`src/sv/i2cmbr_pkg.sv`:
```
// types and constants shared by the i2c master burst read engine
// no dependencies; used by i2cmbr_step and i2c_master_burst_read
package i2cmbr_pkg;

   typedef enum logic [2:0] {
      PH_IDLE,
      PH_START,
      PH_ADDR,
      PH_AACK,
      PH_READ,
      PH_MACK,
      PH_STOP
   } phase_type;

   // control and data state carried from slot to slot
   typedef struct packed {
      phase_type  phase;
      logic [1:0] slot;
      logic [2:0] bit_cnt;
      logic [7:0] shift;
      logic       error;
   } state_type;

   typedef struct packed {
      logic start_request;
      logic sda_sample;
   } req_type;

   typedef struct packed {
      logic       scl_level;
      logic       sda_pull_low;
      logic       busy_res;
      logic       byte_valid;
      logic [7:0] data_byte;
      logic [3:0] byte_index;
      logic       last_byte;
      logic       address_nack;
   } rsp_type;

   localparam logic [1:0] CSR_SLAVE_ADDRESS = 2'd0;
   localparam logic [1:0] CSR_READ_COUNT    = 2'd1;

   localparam logic [6:0] SLAVE_ADDRESS_RST = 7'd80;
   localparam logic [4:0] READ_COUNT_RST    = 5'd9;

   localparam logic       ADDR_READ_BIT     = 1'b1;
   localparam logic [1:0] SLOT_SAMPLE       = 2'd2;
   localparam logic [1:0] SLOT_LAST         = 2'd3;
   localparam logic [2:0] BIT_LAST          = 3'd7;

endpackage

```
`src/sv/i2cmbr_step.sv`:
```
// one bus slot of the i2c read sequencer: next state and pin/status outputs
// depends on i2cmbr_pkg
module i2cmbr_step #(
   parameter int MAX_READ_BYTES = 16
) (
   input  i2cmbr_pkg::state_type                 state_cur,
   input  logic [$clog2(MAX_READ_BYTES + 1)-1:0] byte_cnt_cur,
   input  logic [6:0]                            slave_address,
   input  logic [4:0]                            read_count,
   input  i2cmbr_pkg::req_type                   req,
   output i2cmbr_pkg::state_type                 state_nxt,
   output logic [$clog2(MAX_READ_BYTES + 1)-1:0] byte_cnt_nxt,
   output i2cmbr_pkg::rsp_type                   rsp
);

   localparam int CNT_W = $clog2(MAX_READ_BYTES + 1);
   localparam int CMP_W = ((CNT_W > 5) ? CNT_W : 5) + 1;
   localparam logic [CMP_W-1:0] MAX_CMP = CMP_W'(MAX_READ_BYTES);

   i2cmbr_pkg::state_type st;
   logic [CNT_W-1:0]      byte_cnt;
   logic [CMP_W-1:0]      count_ext;
   logic [CMP_W-1:0]      eff_count;
   logic [CMP_W-1:0]      byte_ext;
   logic                  last;
   logic [7:0]            addr_byte;
   logic                  end_slot;
   logic                  scl;
   logic                  pull;

   // out-of-range byte counts are clamped to 1..MAX_READ_BYTES
   assign count_ext = CMP_W'(read_count);
   assign eff_count = (read_count == 5'd0) ? CMP_W'(1) :
                      ((count_ext > MAX_CMP) ? MAX_CMP : count_ext);
   assign addr_byte = {slave_address, i2cmbr_pkg::ADDR_READ_BIT};

   always_comb begin
      st       = state_cur;
      byte_cnt = byte_cnt_cur;
      scl      = 1'b1;
      pull     = 1'b0;
      rsp      = '0;

      // a start request from idle drives START slot 0 in the same slot
      if (st.phase == i2cmbr_pkg::PH_IDLE && req.start_request) begin
         st.phase   = i2cmbr_pkg::PH_START;
         st.slot    = 2'd0;
         st.bit_cnt = 3'd0;
         st.shift   = 8'd0;
         st.error   = 1'b0;
         byte_cnt   = '0;
      end

      end_slot = (st.slot == i2cmbr_pkg::SLOT_LAST);
      byte_ext = CMP_W'(byte_cnt);
      last     = ((byte_ext + CMP_W'(1)) >= eff_count);

      case (st.phase)
         i2cmbr_pkg::PH_START: begin
            scl  = (st.slot != i2cmbr_pkg::SLOT_LAST);
            pull = (st.slot != 2'd0);
            if (end_slot) st.phase = i2cmbr_pkg::PH_ADDR;
         end
         i2cmbr_pkg::PH_ADDR: begin
            scl  = st.slot[1];
            pull = ~addr_byte[3'd7 - st.bit_cnt];
            if (end_slot) begin
               if (st.bit_cnt == i2cmbr_pkg::BIT_LAST) begin
                  st.phase   = i2cmbr_pkg::PH_AACK;
                  st.bit_cnt = 3'd0;
               end else begin
                  st.bit_cnt = st.bit_cnt + 3'd1;
               end
            end
         end
         i2cmbr_pkg::PH_AACK: begin
            scl = st.slot[1];
            if (st.slot == i2cmbr_pkg::SLOT_SAMPLE) st.error = req.sda_sample;
            if (end_slot) begin
               st.phase = st.error ? i2cmbr_pkg::PH_STOP : i2cmbr_pkg::PH_READ;
            end
         end
         i2cmbr_pkg::PH_READ: begin
            scl = st.slot[1];
            if (st.slot == i2cmbr_pkg::SLOT_SAMPLE) begin
               st.shift = {st.shift[6:0], req.sda_sample};
               if (st.bit_cnt == i2cmbr_pkg::BIT_LAST) begin
                  rsp.byte_valid = 1'b1;
                  rsp.data_byte  = st.shift;
                  rsp.byte_index = byte_ext[3:0];
                  rsp.last_byte  = last;
               end
            end
            if (end_slot) begin
               if (st.bit_cnt == i2cmbr_pkg::BIT_LAST) begin
                  st.phase   = i2cmbr_pkg::PH_MACK;
                  st.bit_cnt = 3'd0;
               end else begin
                  st.bit_cnt = st.bit_cnt + 3'd1;
               end
            end
         end
         i2cmbr_pkg::PH_MACK: begin
            // ack every byte but the last, which gets a nack pulse
            scl  = st.slot[1];
            pull = ~last;
            if (end_slot) begin
               byte_cnt = CNT_W'(byte_ext + CMP_W'(1));
               st.phase = last ? i2cmbr_pkg::PH_STOP : i2cmbr_pkg::PH_READ;
            end
         end
         i2cmbr_pkg::PH_STOP: begin
            scl  = (st.slot != 2'd0);
            pull = (st.slot != i2cmbr_pkg::SLOT_LAST);
            if (end_slot) st.phase = i2cmbr_pkg::PH_IDLE;
         end
         default: begin
            st.phase = i2cmbr_pkg::PH_IDLE;
         end
      endcase

      rsp.scl_level    = scl;
      rsp.sda_pull_low = pull;
      rsp.busy_res     = ~scl | pull | (st.slot != 2'd0) |
                         (st.phase != i2cmbr_pkg::PH_IDLE);
      rsp.address_nack = st.error;

      st.slot = (st.phase == i2cmbr_pkg::PH_IDLE) ? 2'd0 : (st.slot + 2'd1);

      state_nxt    = st;
      byte_cnt_nxt = byte_cnt;
   end

endmodule

```
`src/sv/i2c_master_burst_read.sv`:
```
// i2c master burst read engine: handshake pipeline, registers, config port
// depends on i2cmbr_pkg and i2cmbr_step
//
// each beat on req is one bus timing slot carrying a start request and the
// sampled sda level; each slot gives exactly one beat on rsp with the scl
// level, sda drive, busy, nack status and any byte finished in that slot.
// a bit cell is four slots, so one byte plus its ack takes 36 slots.
// csr writes set slave_address (index 0) and read_count (index 1); csr_ready
// is always high and writes to other indexes are dropped.
// a req beat lands in the input register and is stepped through the
// sequencer into the result register, which drives rsp_valid and rsp_data.
// throughput: one beat per cycle; the input and result registers form a
// two-deep pipeline, so req_ready stays high while rsp is taken each cycle.
// when rsp stalls, the result register holds and the input register fills;
// req_ready then drops until rsp_ready returns.
// reset clears both pipeline valids, puts the sequencer in idle and loads
// slave_address 80 and read_count 9.
module i2c_master_burst_read #(
   parameter int MAX_READ_BYTES = 16
) (
   input  logic                clock,
   input  logic                reset,
   input  logic                req_valid,
   output logic                req_ready,
   input  i2cmbr_pkg::req_type req_data,
   output logic                rsp_valid,
   input  logic                rsp_ready,
   output i2cmbr_pkg::rsp_type rsp_data,
   input  logic                csr_valid,
   output logic                csr_ready,
   input  logic [1:0]          csr_index,
   input  logic [6:0]          csr_wdata
);

   localparam int CNT_W = $clog2(MAX_READ_BYTES + 1);

   logic                  in_valid_ff, in_valid_in;
   i2cmbr_pkg::req_type   in_data_ff,  in_data_in;
   logic                  out_valid_ff, out_valid_in;
   i2cmbr_pkg::rsp_type   out_data_ff,  out_data_in;
   i2cmbr_pkg::state_type state_ff,     state_in;
   logic [CNT_W-1:0]      byte_cnt_ff,  byte_cnt_in;
   logic [6:0]            slave_address_ff, slave_address_in;
   logic [4:0]            read_count_ff,    read_count_in;

   i2cmbr_pkg::state_type state_step;
   logic [CNT_W-1:0]      byte_cnt_step;
   i2cmbr_pkg::rsp_type   rsp_step;
   logic                  advance;

   i2cmbr_step #(
      .MAX_READ_BYTES(MAX_READ_BYTES)
   ) u_step (
      .state_cur    (state_ff),
      .byte_cnt_cur (byte_cnt_ff),
      .slave_address(slave_address_ff),
      .read_count   (read_count_ff),
      .req          (in_data_ff),
      .state_nxt    (state_step),
      .byte_cnt_nxt (byte_cnt_step),
      .rsp          (rsp_step)
   );

   // the held beat moves on when the result register is free or drains
   assign advance   = in_valid_ff & (~out_valid_ff | rsp_ready);
   assign req_ready = ~in_valid_ff | advance;
   assign rsp_valid = out_valid_ff;
   assign rsp_data  = out_data_ff;
   assign csr_ready = 1'b1;

   always_comb begin
      in_valid_in  = in_valid_ff;
      in_data_in   = in_data_ff;
      out_valid_in = out_valid_ff;
      out_data_in  = out_data_ff;
      state_in     = state_ff;
      byte_cnt_in  = byte_cnt_ff;

      if (advance) begin
         in_valid_in  = 1'b0;
         out_valid_in = 1'b1;
         out_data_in  = rsp_step;
         state_in     = state_step;
         byte_cnt_in  = byte_cnt_step;
      end else if (rsp_ready) begin
         out_valid_in = 1'b0;
      end

      if (req_valid && req_ready) begin
         in_valid_in = 1'b1;
         in_data_in  = req_data;
      end
   end

   always_comb begin
      slave_address_in = slave_address_ff;
      read_count_in    = read_count_ff;
      if (csr_valid) begin
         case (csr_index)
            i2cmbr_pkg::CSR_SLAVE_ADDRESS: slave_address_in = csr_wdata;
            i2cmbr_pkg::CSR_READ_COUNT:    read_count_in    = csr_wdata[4:0];
            default: ;
         endcase
      end
   end

   always_ff @(posedge clock) begin
      if (reset) begin
         in_valid_ff      <= 1'b0;
         out_valid_ff     <= 1'b0;
         state_ff         <= '{phase: i2cmbr_pkg::PH_IDLE, slot: 2'd0,
                               bit_cnt: 3'd0, shift: 8'd0, error: 1'b0};
         byte_cnt_ff      <= '0;
         slave_address_ff <= i2cmbr_pkg::SLAVE_ADDRESS_RST;
         read_count_ff    <= i2cmbr_pkg::READ_COUNT_RST;
      end else begin
         in_valid_ff      <= in_valid_in;
         out_valid_ff     <= out_valid_in;
         state_ff         <= state_in;
         byte_cnt_ff      <= byte_cnt_in;
         slave_address_ff <= slave_address_in;
         read_count_ff    <= read_count_in;
      end
   end

   always_ff @(posedge clock) begin
      in_data_ff  <= in_data_in;
      out_data_ff <= out_data_in;
   end

endmodule

```
`config.mk`:
```
export PLATFORM = sky130hd
export DESIGN_NAME = i2c_master_burst_read
export DESIGN_NICKNAME = d
export VERILOG_FILES = /design/src/sv/i2cmbr_pkg.sv /design/src/sv/i2cmbr_step.sv /design/src/sv/i2c_master_burst_read.sv
export SDC_FILE = /design/constraint.sdc
export NUM_CORES = 1
export LEC_CHECK = 0
export BUFFER_PORTS_ARGS = -buffer_cell sky130_fd_sc_hd__buf_2
export CAP_MARGIN = 0
export CORE_MARGIN = 2
export CORE_UTILIZATION = 30
export DETAILED_ROUTE_END_ITERATION = 10
export PLACE_DENSITY = 0.48
export SLEW_MARGIN = 25
export SYNTH_ARGS = -nofsm -noshare
export SYNTH_HDL_FRONTEND = slang
export SYNTH_SLANG_ARGS = --single-unit
```
`constraint.sdc`:
```
create_clock -name clock -period 2.9 [get_ports clock]
set_clock_uncertainty 0.05 [all_clocks]
set_input_delay 0.435 -clock clock [delete_from_list [all_inputs] [get_ports clock]]
set_output_delay 0.435 -clock clock [all_outputs]
set_load 0.01 [all_outputs]
```
After elaboration in Yosys (flattened, before gate mapping):

Index checks and enable logic that the tools add are counted.

* register bits after elaboration: 56
* bits of input ports: 16
* output and inout port bits: 21
* logic and storage cells: 100

* $add $sub $neg: 4
* order comparisons: 3
* equality and inequality tests: 11
* mux-type cells: 35
* bitwise gates (word level): 11
* reductions and logical operators: 16

Operators by type and width (count)
* two-way mux 3 bit: 11
* two-way mux 5 bit: 4
* one-hot mux 3 bit (6 select lines): 1
* two-way mux 17 bit: 1
* two-way mux 8 bit: 2
* two-way mux 14 bit: 1
* == test 3 bit (second input constant): 4
* two-way mux 1 bit: 8
* adder 5 x 1 -> 6 bit (second input constant): 1
* == test 3 x 2 -> 1 bit (second input constant): 2
* greater-or-equal comparator 6 bit: 1
* logical NOT 3 bit: 2
* two-way mux 2 bit: 3
* two-way mux 6 bit: 1
* AND reduction 2 bit: 3
* nonzero test 2 bit: 3
* greater-than comparator 5 bit (second input constant): 1
* logical NOT 5 bit: 1
* NOT 1 bit: 5
* bitwise OR 1 bit: 5
* == test 2 bit (second input constant): 2
* < comparator 3 x 4 -> 1 bit (second input constant): 1
* one-hot mux 1 bit (4 select lines): 1
* OR reduction 4 bit: 1
* 14 further kinds: 15

Longest topological paths before layout:

Gate-level depths: netlist of run 1.

* word-level depth: 11
* mapped depth: 13
* gate-level depth less buffers: 11

Cells and area by module:

A second synthesis of run 1 with hierarchy kept.

* cells, all modules: 334
* area total of the unflattened synthesis: 3238.1 µm²

Modules (own cells, without submodules)
* i2c_master_burst_read: times used 1, cells each 172, area each 2139.6 µm², sequential area each 1321.3 µm²
* i2cmbr_step: times used 1, cells each 162, area each 1098.6 µm², sequential area each 0.0 µm²

Worst setup path before layout of run 1:

Ideal clock, no wire load.

* kind: reg2reg
* from: reg state_ff[15] (netlist bit)
* to: reg out_data_ff, in the netlist rsp_data[16], data pin
* setup time: 0.264 ns
* arrival time: 2.378 ns
* required time: 2.586 ns
* path slack: 0.208 ns
* stages on the path, launching flop included: 13
* buffers on the path: 2
* clock period less this slack: 2.692 ns
* cells stage by stage: dfxtp_1 buf_4 or4b_4 buf_6 and2_1 ha_1 nand3_1 xor2_1 nor2_1 ha_1 o21ai_0 o21ai_1 o21ai_0

RTL lines
* start, declared: line i2c_master_burst_read.sv:41 `i2cmbr_pkg::state_type state_ff, state_in;`
* start signal, assigned: line i2c_master_burst_read.sv:111 `state_ff <= '{phase: i2cmbr_pkg::PH_IDLE, slot: 2'd0,`
* start signal, assigned: line i2c_master_burst_read.sv:119 `state_ff <= state_in;`
* end signal, assigned: line i2c_master_burst_read.sv:128 `out_data_ff <= out_data_in;`
* end, declared: line i2c_master_burst_read.sv:40 `i2cmbr_pkg::rsp_type out_data_ff, out_data_in;`

==> key figures, run 1 <==
Clocking
  – Clock latency on the worst-skew pair: 0.31 ns
  – Max clock buf depth: 2
  – Post-CTS Setup Repair Bufs: 0
  – Clock slew at reported path FFs: 0.11 ns
  – Number of H-tree levels: 2
  – CTS tree: yes
  – Resize count post-CTS: 0
  – TritonCTS Buffers: 5
  – Root Driver: clkbuf_8
  – Hold_buf cts: 0
  – Clock Sinks: 55

GRT
  – Grt met1 use: 16.4%
  – GRT Util Overall: 11.7%
  – Busiest grt layer: met2
  – Initial antenna violation count: 0
  – First-pass GRT wire length: 9290 um
  – Met3 usage: 2.95%
  – Largest net degree at the start of global routing: 38
  – Met2 Use GR: 17.7%
  – Number of global-route vias before repair: 1,925
  – GRT Residual Overflow: 0

Route
  – Vias per cell: 4.89
  – Drt pass-1 iters: 4
  – DR vias: 2,038
  – Drt wl/cell: 13.4 um
  – Total wire length: 5600 um
  – Drc violations: 0
  – Initial DRC count: 136
  – Final ANT Viol Nets: 0

STA
  – Worst Hold Slack: 0.263 ns
  – Fin. Hold Viols: 0
  – Period minus WS final: 2.68 ns
  – Setup TNS: 0 ns
  – Max Slew Vio Count: 0
  – Slew @ Worst Pin: 0.685 ns
  – RSZ-0062 raised after global routing: false
  – Final period util: 92.5%
  – Fmax: 373 MHz
  – Setup violations, final: 0
  – Max-slew headroom: 54.2%

Synthesis
  – Ys flop type: dfxtp_1
  – Avg Cell Area, Syn: 9.88 um2
  – Yosys reg bits: 55
  – Yosys cell types: 48
  – Seq/Total Area, Yosys: 47.5%
  – Post-synth EDFFs: 20
  – FFs w/ async S/R, synth: 0%
  – Cells after Synth: 277
  – YS warnings: 0
  – Mapped cell area: 2740 um2
  – Syn_nets: 304

Critical path
  – Endpoint type of the worst setup path: flop
  – Crit Path Max Fanout: 12
  – CP peak stage delay: 0.60 ns
  – Data required, critical path: 2.91 ns
  – Worst path cell trace: or4b_4, nand2_1, inv_1, ha_1, nor3b_1, o2bb2ai_1, nor3_1, nand3_1
  – Crit Path Class: flop to flop
  – Critical Path Start Type: flop
  – WP buf/inv: 1
  – Crit path max-delay family: simple AND/OR/NAND/NOR gates
  – Crit path arrival time: 2.70 ns
  – Critical path's slowest cell: or4b_4

Cells and area
  – Layout cells sized above 1: 21.7%
  – Area growth, synth to finish: 13.8%
  – ANT cells: 0
  – Fin nets: 335
  – Fill cell count: 921

Floorplanning
  – # rows: 34
  – Die span in x: 99.5 um
  – Starting Density: 31.1%
  – Die area: 9910 um2
  – Core outline area: 8810 um2
  – Die H: 99.5 um
  – I/O Pins: 37

Min path
  – Hold WC Path Type: input port to flop

Power
  – Max VDD drop: 0.267 mV
  – Pwr/cell area: 467 nW/um2
  – Leak Pwr: 1.20 nW

Placed design
  – Gp weighted congestion: 0.815
  – Post-DP HPWL: 3980 um
  – # port buffers: 35

Outcome
  – Outcome: finished, final reports clean

Flow run
  – Number of max-cap violations: 0
-- cells in the final DEF, fill, tap and decap left out, types with 8 or more instances in the layout --
master	netlist	routed
buf_2	3	35
and2_1	11	11
a21oi_1	12	12
dfxtp_1	35	35
mux2i_1	12	12
nand2_1	18	18
buf_4	2	8
a22oi_1	12	12
nor2_1	36	36
ha_1	11	11
o21ai_0	15	15
and2_4	11	11
edfxtp_1	20	20
-- logic make-up after synthesis --
group | share of synthesized area (%)
and+or+nand+nor | 21.5
AOI/OAI and AO/OA | 14.1
DFF | 47.5
buffers and inverters | 4.80
muxes | 5.62
adders and majority gates | 5.03
xor gates and xnor gates | 1.28
other | 0.137
-- flip-flops by register name, summed over array words and instances, names as in the netlist --
| register | flops |
|---|---|
| in_data_ff | 2 |
| slave_address_ff | 7 |
| state_ff | 16 |
| in_valid_ff | 1 |
| byte_cnt_ff | 5 |
| rsp_data | 18 |
| rsp_valid | 1 |
| read_count_ff | 5 |
-- synth_stat cells (2+ instances only) --
master     number  share of area (%)
nor2_1         36                4.9
inv_1           7               0.96
o21ai_0        15                2.7
and2_4         11                3.5
mux2i_1        12                4.4
o31ai_1         2               0.55
nor2b_1         4               0.91
a32oi_1         2               0.64
nor3b_1         4                1.1
dfxtp_1        35                 26
o211ai_1        2               0.55
buf_4           2               0.55
clkbuf_1       10                1.4
ha_1           11                5.0
buf_2           3               0.55
a22oi_1        12                3.3
a2bb2oi_1       2               0.64
and2_1         11                2.5
edfxtp_1       20                 22
xnor2_1         3               0.96
and3_1          2               0.46
a211o_1         4                1.3
nor3_1          4               0.73
nand3_1         5               0.91
o21ai_1         2               0.37
buf_6           3                1.2
nand2_1        18                2.5
nand3b_1        4                1.1
a21oi_1        12                2.2
-- power breakdown --
group,internal (mW),total (mW),leakage [nW],switching [mW]
combinational,0.0496,0.125,0.689,0.0754
clock,0.258,0.497,0.0514,0.239
sequential,0.822,0.832,0.463,0.00986
total,1.13,1.45,1.20,0.325
-- cell type report --
class,instances,area (um2),share of cell area (%)
timing repair buffer,43,235,7.55
inverter,7,26.3,0.843
clock inverter,2,37.5,1.20
multi-input combinational,196,1310,42.0
clock buffer,6,72.6,2.33
sequential,55,1300,41.8
tap,108,135,4.34
-- layer usage --
metal	wire length [um]	up-vias
met1	2820	933
met2	2430	58
met3	289	6
li1	-	1041
met4	59	0
met5	0	-
-- per-stage QoR --
step	setup WS, ns	cells	instance area [um2]	total power, mW	util (%)
floorplan	0.208	277	2740	0.930	-
global route	0.0268	417	3120	1.52	35.4
detailed placement	0.119	409	3000	0.977	34.1
finish	0.219	417	3120	1.45	35.4
CTS	0.123	417	3110	1.48	35.4
global placement	0.200	409	3000	0.977	34.1
-- worst paths after layout --
path                             startpoint                       end  slack (ns)  cells after the start
setup / recovery  state_ff[14]$_SDFFE_PP0P_    rsp_data[15]$_DFFE_PP_        0.22                      8
hold / removal                  req_data[1]   in_data_ff[1]$_DFFE_PP_        0.26                      1
setup reg to reg  state_ff[14]$_SDFFE_PP0P_    rsp_data[15]$_DFFE_PP_        0.22                      8
hold reg to reg    state_ff[0]$_SDFFE_PP0P_  state_ff[0]$_SDFFE_PP0P_        0.44                      2
Note: power is estimated with default switching activity, not from simulation.
==> run 2: changes to the inputs <==
--- a/config.mk
+++ b/config.mk
@@ -11,6 +11,7 @@
 export CORE_UTILIZATION = 30
 export DETAILED_ROUTE_END_ITERATION = 10
 export PLACE_DENSITY = 0.48
+export REMOVE_ABC_BUFFERS = 1
 export SLEW_MARGIN = 25
 export SYNTH_ARGS = -nofsm -noshare
 export SYNTH_HDL_FRONTEND = slang
==> run 2 against run 1 <==
Compared with the run above: sequential share of layout area down 0.067 points; clock-buffer cell count unchanged; non-clock buffer count up 5; largest cell class unchanged; final area increased by 0.16%; combinational power grew 3%.
==> key figures, run 2 (same netlist as run 1, synthesis figures left out) <==
Cells and area
  – Most frequent cells in the layout: 36 x nor2_1, 35 x dfxtp_1, 35 x buf_2
  – Layout cells sized above 1: 22.3%
  – Fill cell count: 906
  – Most common cell after layout, fill and taps aside: nor2_1
  – Area growth, synth to finish: 14.0%
  – Fin nets: 340
  – Largest register FFs: 18
  – ANT cells: 0

Clocking
  – Clock latency on the worst-skew pair: 0.30 ns
  – Number of H-tree levels: 2
  – Clock Sinks: 55
  – Resize count post-CTS: 0
  – Root Driver: clkbuf_8
  – Max clock buf depth: 2
  – TritonCTS Buffers: 5
  – Clock slew at reported path FFs: 0.09 ns
  – CTS tree: yes

STA
  – Fin. Hold Viols: 0
  – Final period util: 93.7%
  – Period minus WS final: 2.72 ns
  – Setup violations, final: 0
  – Fmax: 368 MHz
  – Slew @ Worst Pin: 0.696 ns
  – Max-slew headroom: 53.6%
  – Max Slew Vio Count: 0
  – RSZ-0062 raised after global routing: false
  – Final worst setup slack: 0.182 ns
  – Setup TNS: 0 ns

Critical path
  – Endpoint type of the worst setup path: flop
  – Crit path arrival time: 2.82 ns
  – Data required, critical path: 3.01 ns
  – WP buf/inv: 0
  – CP peak stage delay: 0.52 ns
  – Critical path's slowest cell: or4b_4
  – Crit path max-delay family: simple AND/OR/NAND/NOR gates
  – Cell mode on critical path: ha_1
  – Critical Path Start Type: flop
  – Worst path cell trace: or4b_4, and2_1, ha_1, nand3_1, xor2_1, nor2_1, ha_1, a41oi_1, o21ai_1, o211ai_1, a21oi_1
  – Crit Path Class: flop to flop
  – Crit Path Max Fanout: 7

GRT
  – GRT Residual Overflow: 0
  – Number of global-route vias before repair: 1,951
  – GRT Util Overall: 11.8%
  – Largest net degree at the start of global routing: 38
  – Initial antenna violation count: 0
  – First-pass GRT wire length: 9450 um

Placed design
  – DP Worst Slack: 0.187 ns
  – # port buffers: 35
  – Gp weighted congestion: 0.795
  – Post-DP HPWL: 4030 um

Route
  – Total wire length: 5660 um
  – Drt wl/cell: 13.4 um
  – Drt pass-1 iters: 4
  – DR vias: 2,101
  – Drc violations: 0
  – Initial DRC count: 131
  – Vias per cell: 4.98
  – Final ANT Viol Nets: 0

Floorplanning
  – I/O Pins: 37
  – Core outline area: 8810 um2
  – Die span in x: 99.5 um
  – Starting Density: 31.1%
  – # rows: 34
  – Die H: 99.5 um
  – Die area: 9910 um2

Min path
  – Hold WC Path Type: input port to flop

Power
  – Leak Pwr: 1.22 nW
  – Max VDD drop: 0.175 mV
  – Pwr/cell area: 437 nW/um2

Flow run
  – Number of max-cap violations: 0

Outcome
  – Outcome: finished, final reports clean
-- run 2: repair_timing --
item | in CTS | in global routing
setup buffers | 0 | 2
endpoints found under the setup margin | 0 | 2
hold buffers | 0 | 0
-- run 2: worst paths after layout --
| path | slack [ns] | depth (start not counted) | end | start |
|---|---|---|---|---|
| setup reg to reg | 0.18 | 11 | state_ff[15]$_SDFFE_PP0P_ | in_data_ff[1]$_DFFE_PP_ |
| hold / removal | 0.26 | 1 | in_data_ff[0]$_DFFE_PP_ | req_data[0] |
| setup / recovery | 0.18 | 11 | state_ff[15]$_SDFFE_PP0P_ | in_data_ff[1]$_DFFE_PP_ |
| hold reg to reg | 0.43 | 2 | state_ff[0]$_SDFFE_PP0P_ | state_ff[0]$_SDFFE_PP0P_ |
-- run 2: stage by stage --
step                cell area [um2]  util, %  total power, mW  hold slack (ns)  cells
floorplan                      2630        -            0.917            0.386    258
global route                   3120     35.5             1.44            0.244    422
detailed placement             3030     34.4            0.978            0.424    412
CTS                            3110     35.3             1.38            0.247    420
finish                         3120     35.5             1.36            0.256    422
global placement               3030     34.4            0.977            0.407    412
-- run 2: final cells by class --
cell class / count / area, um2 / share of cell area [%]
multi-input cells: 196 / 1310 / 41.8
well taps: 108 / 135 / 4.33
clock inverters: 2 / 8.76 / 0.281
clock buffers: 6 / 72.6 / 2.32
repair buffers: 48 / 273 / 8.74
inverters: 7 / 26.3 / 0.842
flip-flops and latches: 55 / 1300 / 41.7
-- run 2: layer usage --
metal	part of all wire [%]	up-vias	global-route usage (%)
li1	-	1055	-
met4	0.80	0	2.85
met3	4.6	5	2.46
met1	48	996	15.7
met2	47	45	19.9
met5	0	-	0
-- run 2: where the power goes --
part | internal [mW] | leakage, nW | switching, mW
combinational | 0.0528 | 0.713 | 0.0758
clock | 0.167 | 0.0426 | 0.235
sequential | 0.822 | 0.463 | 0.0100
==> run 3: changes to the inputs <==
--- a/config.mk
+++ b/config.mk
@@ -8,9 +8,9 @@
 export BUFFER_PORTS_ARGS = -buffer_cell sky130_fd_sc_hd__buf_2
 export CAP_MARGIN = 0
 export CORE_MARGIN = 2
-export CORE_UTILIZATION = 30
+export CORE_UTILIZATION = 51
 export DETAILED_ROUTE_END_ITERATION = 10
-export PLACE_DENSITY = 0.48
+export PLACE_DENSITY = 0.74
 export REMOVE_ABC_BUFFERS = 1
 export SLEW_MARGIN = 25
 export SYNTH_ARGS = -nofsm -noshare
==> run 3 against run 2 <==
Compared with the run above: critical path depth down 1; clock-buffer cell count decreased by 1; critical path type unchanged; setup slack worse by 0.028 ns; largest cell class unchanged; utilization up 25 points; combinational power shrank 3%; routed wire length shrank 9.0%.
==> key figures, run 3 (same netlist as run 1, synthesis figures left out) <==
STA
  – Fin. Hold Viols: 0
  – Period minus WS final: 2.75 ns
  – Setup violations, final: 0
  – Max Slew Vio Count: 0
  – Max-slew headroom: 54.7%
  – Worst Hold Slack: 0.243 ns
  – Setup TNS: 0 ns
  – Final worst setup slack: 0.153 ns
  – Fmax: 364 MHz
  – Slew @ Worst Pin: 0.680 ns
  – Final period util: 94.7%
  – RSZ-0062 raised after global routing: false

Cells and area
  – Area growth, synth to finish: 13.1%
  – Most common cell after layout, fill and taps aside: nor2_1
  – Largest register FFs: 18
  – Layout cells sized above 1: 22.8%
  – Fin nets: 338
  – Util after Layout: 60.2%
  – Most frequent cells in the layout: 36 x nor2_1, 35 x dfxtp_1, 35 x buf_2
  – ANT cells: 0

Clocking
  – Max clock buf depth: 2
  – Resize count post-CTS: 0
  – Clock Sinks: 55
  – Clock slew at reported path FFs: 0.10 ns
  – Number of H-tree levels: 2
  – CTS tree: yes
  – Post-CTS Setup Repair Bufs: 0
  – Root Driver: clkbuf_8
  – TritonCTS Buffers: 5
  – Hold_buf cts: 0
  – Clock latency on the worst-skew pair: 0.31 ns

Floorplanning
  – I/O Pins: 37
  – Die span in x: 77.3 um
  – Starting Density: 53.3%
  – Core outline area: 5140 um2
  – Die area: 5970 um2
  – # rows: 26
  – Die H: 77.3 um

GRT
  – Met2 Use GR: 30.3%
  – Met3 usage: 4.00%
  – Largest net degree at the start of global routing: 38
  – Number of global-route vias before repair: 1,963
  – First-pass GRT wire length: 8730 um
  – GRT Util Overall: 18.2%
  – Busiest grt layer: met2
  – Initial antenna violation count: 0
  – GRT Residual Overflow: 0
  – Grt met1 use: 23.9%

Power
  – Switch Pwr: 345 uW
  – Flop pwr share: 56.2%
  – Combinational Power Share: 8.5%
  – Switch share: 23.4%
  – Leak Pwr: 1.22 nW
  – Max VDD drop: 0.398 mV
  – Pwr Total: 1.48 mW
  – Internal power: 1.13 mW
  – Clk pwr share: 35.3%
  – Pwr/cell area: 477 nW/um2

Route
  – Vias per cell: 5.43
  – Total wire length: 5150 um
  – Initial DRC count: 122
  – Final ANT Viol Nets: 0
  – Drt pass-1 iters: 4
  – Drt wl/cell: 13.5 um
  – Drc violations: 0
  – DR vias: 2,075

Placed design
  – Post-DP HPWL: 3730 um
  – DP Worst Slack: 0.140 ns
  – # port buffers: 35
  – Gp weighted congestion: 0.876

Critical path
  – Critical Path Start Type: flop
  – Data required, critical path: 2.92 ns
  – Endpoint type of the worst setup path: flop
  – Crit path arrival time: 2.76 ns
  – Crit Path Class: flop to flop
  – Crit Path Max Fanout: 10

Flow run
  – Number of max-cap violations: 0

Outcome
  – Outcome: finished, final reports clean

Min path
  – Hold WC Path Type: input port to flop
run 3: metal layers:
layer / share of wire (%) / up-vias / wire, um
met5: 0 / - / 0
met4: 0.84 / 0 / 43
met3: 5.4 / 5 / 276
met2: 49 / 59 / 2500
met1: 45 / 968 / 2330
li1: - / 1043 / -
run 3: layout make-up:
type                            count  area, um2
Clock buffer                        5       68.8
Timing Repair Buffer               46        258
Inverter                            7       26.3
Clock inverter                      3       46.3
Tap cell                           70       87.6
Fill cell                         451       2040
Sequential cell                    55       1300
Multi-Input combinational cell    196       1310
run 3: worst paths after layout:
kind,start,to,slack [ns],cells past startpoint
worst max-delay path,state_ff[14]$_SDFFE_PP0P_,rsp_data[16]$_DFFE_PP_,0.15,10
worst min-delay path,req_data[0],in_data_ff[0]$_DFFE_PP_,0.24,1
worst max register to register,state_ff[14]$_SDFFE_PP0P_,rsp_data[16]$_DFFE_PP_,0.15,10
worst min register to register,state_ff[0]$_SDFFE_PP0P_,state_ff[0]$_SDFFE_PP0P_,0.43,2
run 3: critical path, stage by stage, from the launching register on:
cell and delay [ns]:
dfxtp_1 0.33, or4b_4 0.61, and2_1 0.21, ha_1 0.24, nand3_1 0.11, xor2_1 0.15
nor2_1 0.07, ha_1 0.30, o21ai_0 0.11, o21ai_2 0.19, o21ai_0 0.12
run 3: power groups by stage:
| stage | registers (mW) | logic [mW] | clock network [mW] |
|---|---|---|---|
| after floorplan | 0.859 | 0.0574 | 0 |
| after global placement | 0.849 | 0.122 | 0 |
| after detailed placement | 0.849 | 0.125 | 0 |
| after CTS | 0.832 | 0.125 | 0.528 |
| after global routing | 0.834 | 0.139 | 0.562 |
| final | 0.831 | 0.125 | 0.522 |
run 3: through the flow:
stage               area (um2)  cells
floorplan                 2630    258
global placement          2980    374
detailed placement        2980    374
CTS                       3090    382
global route              3100    382
finish                    3100    382
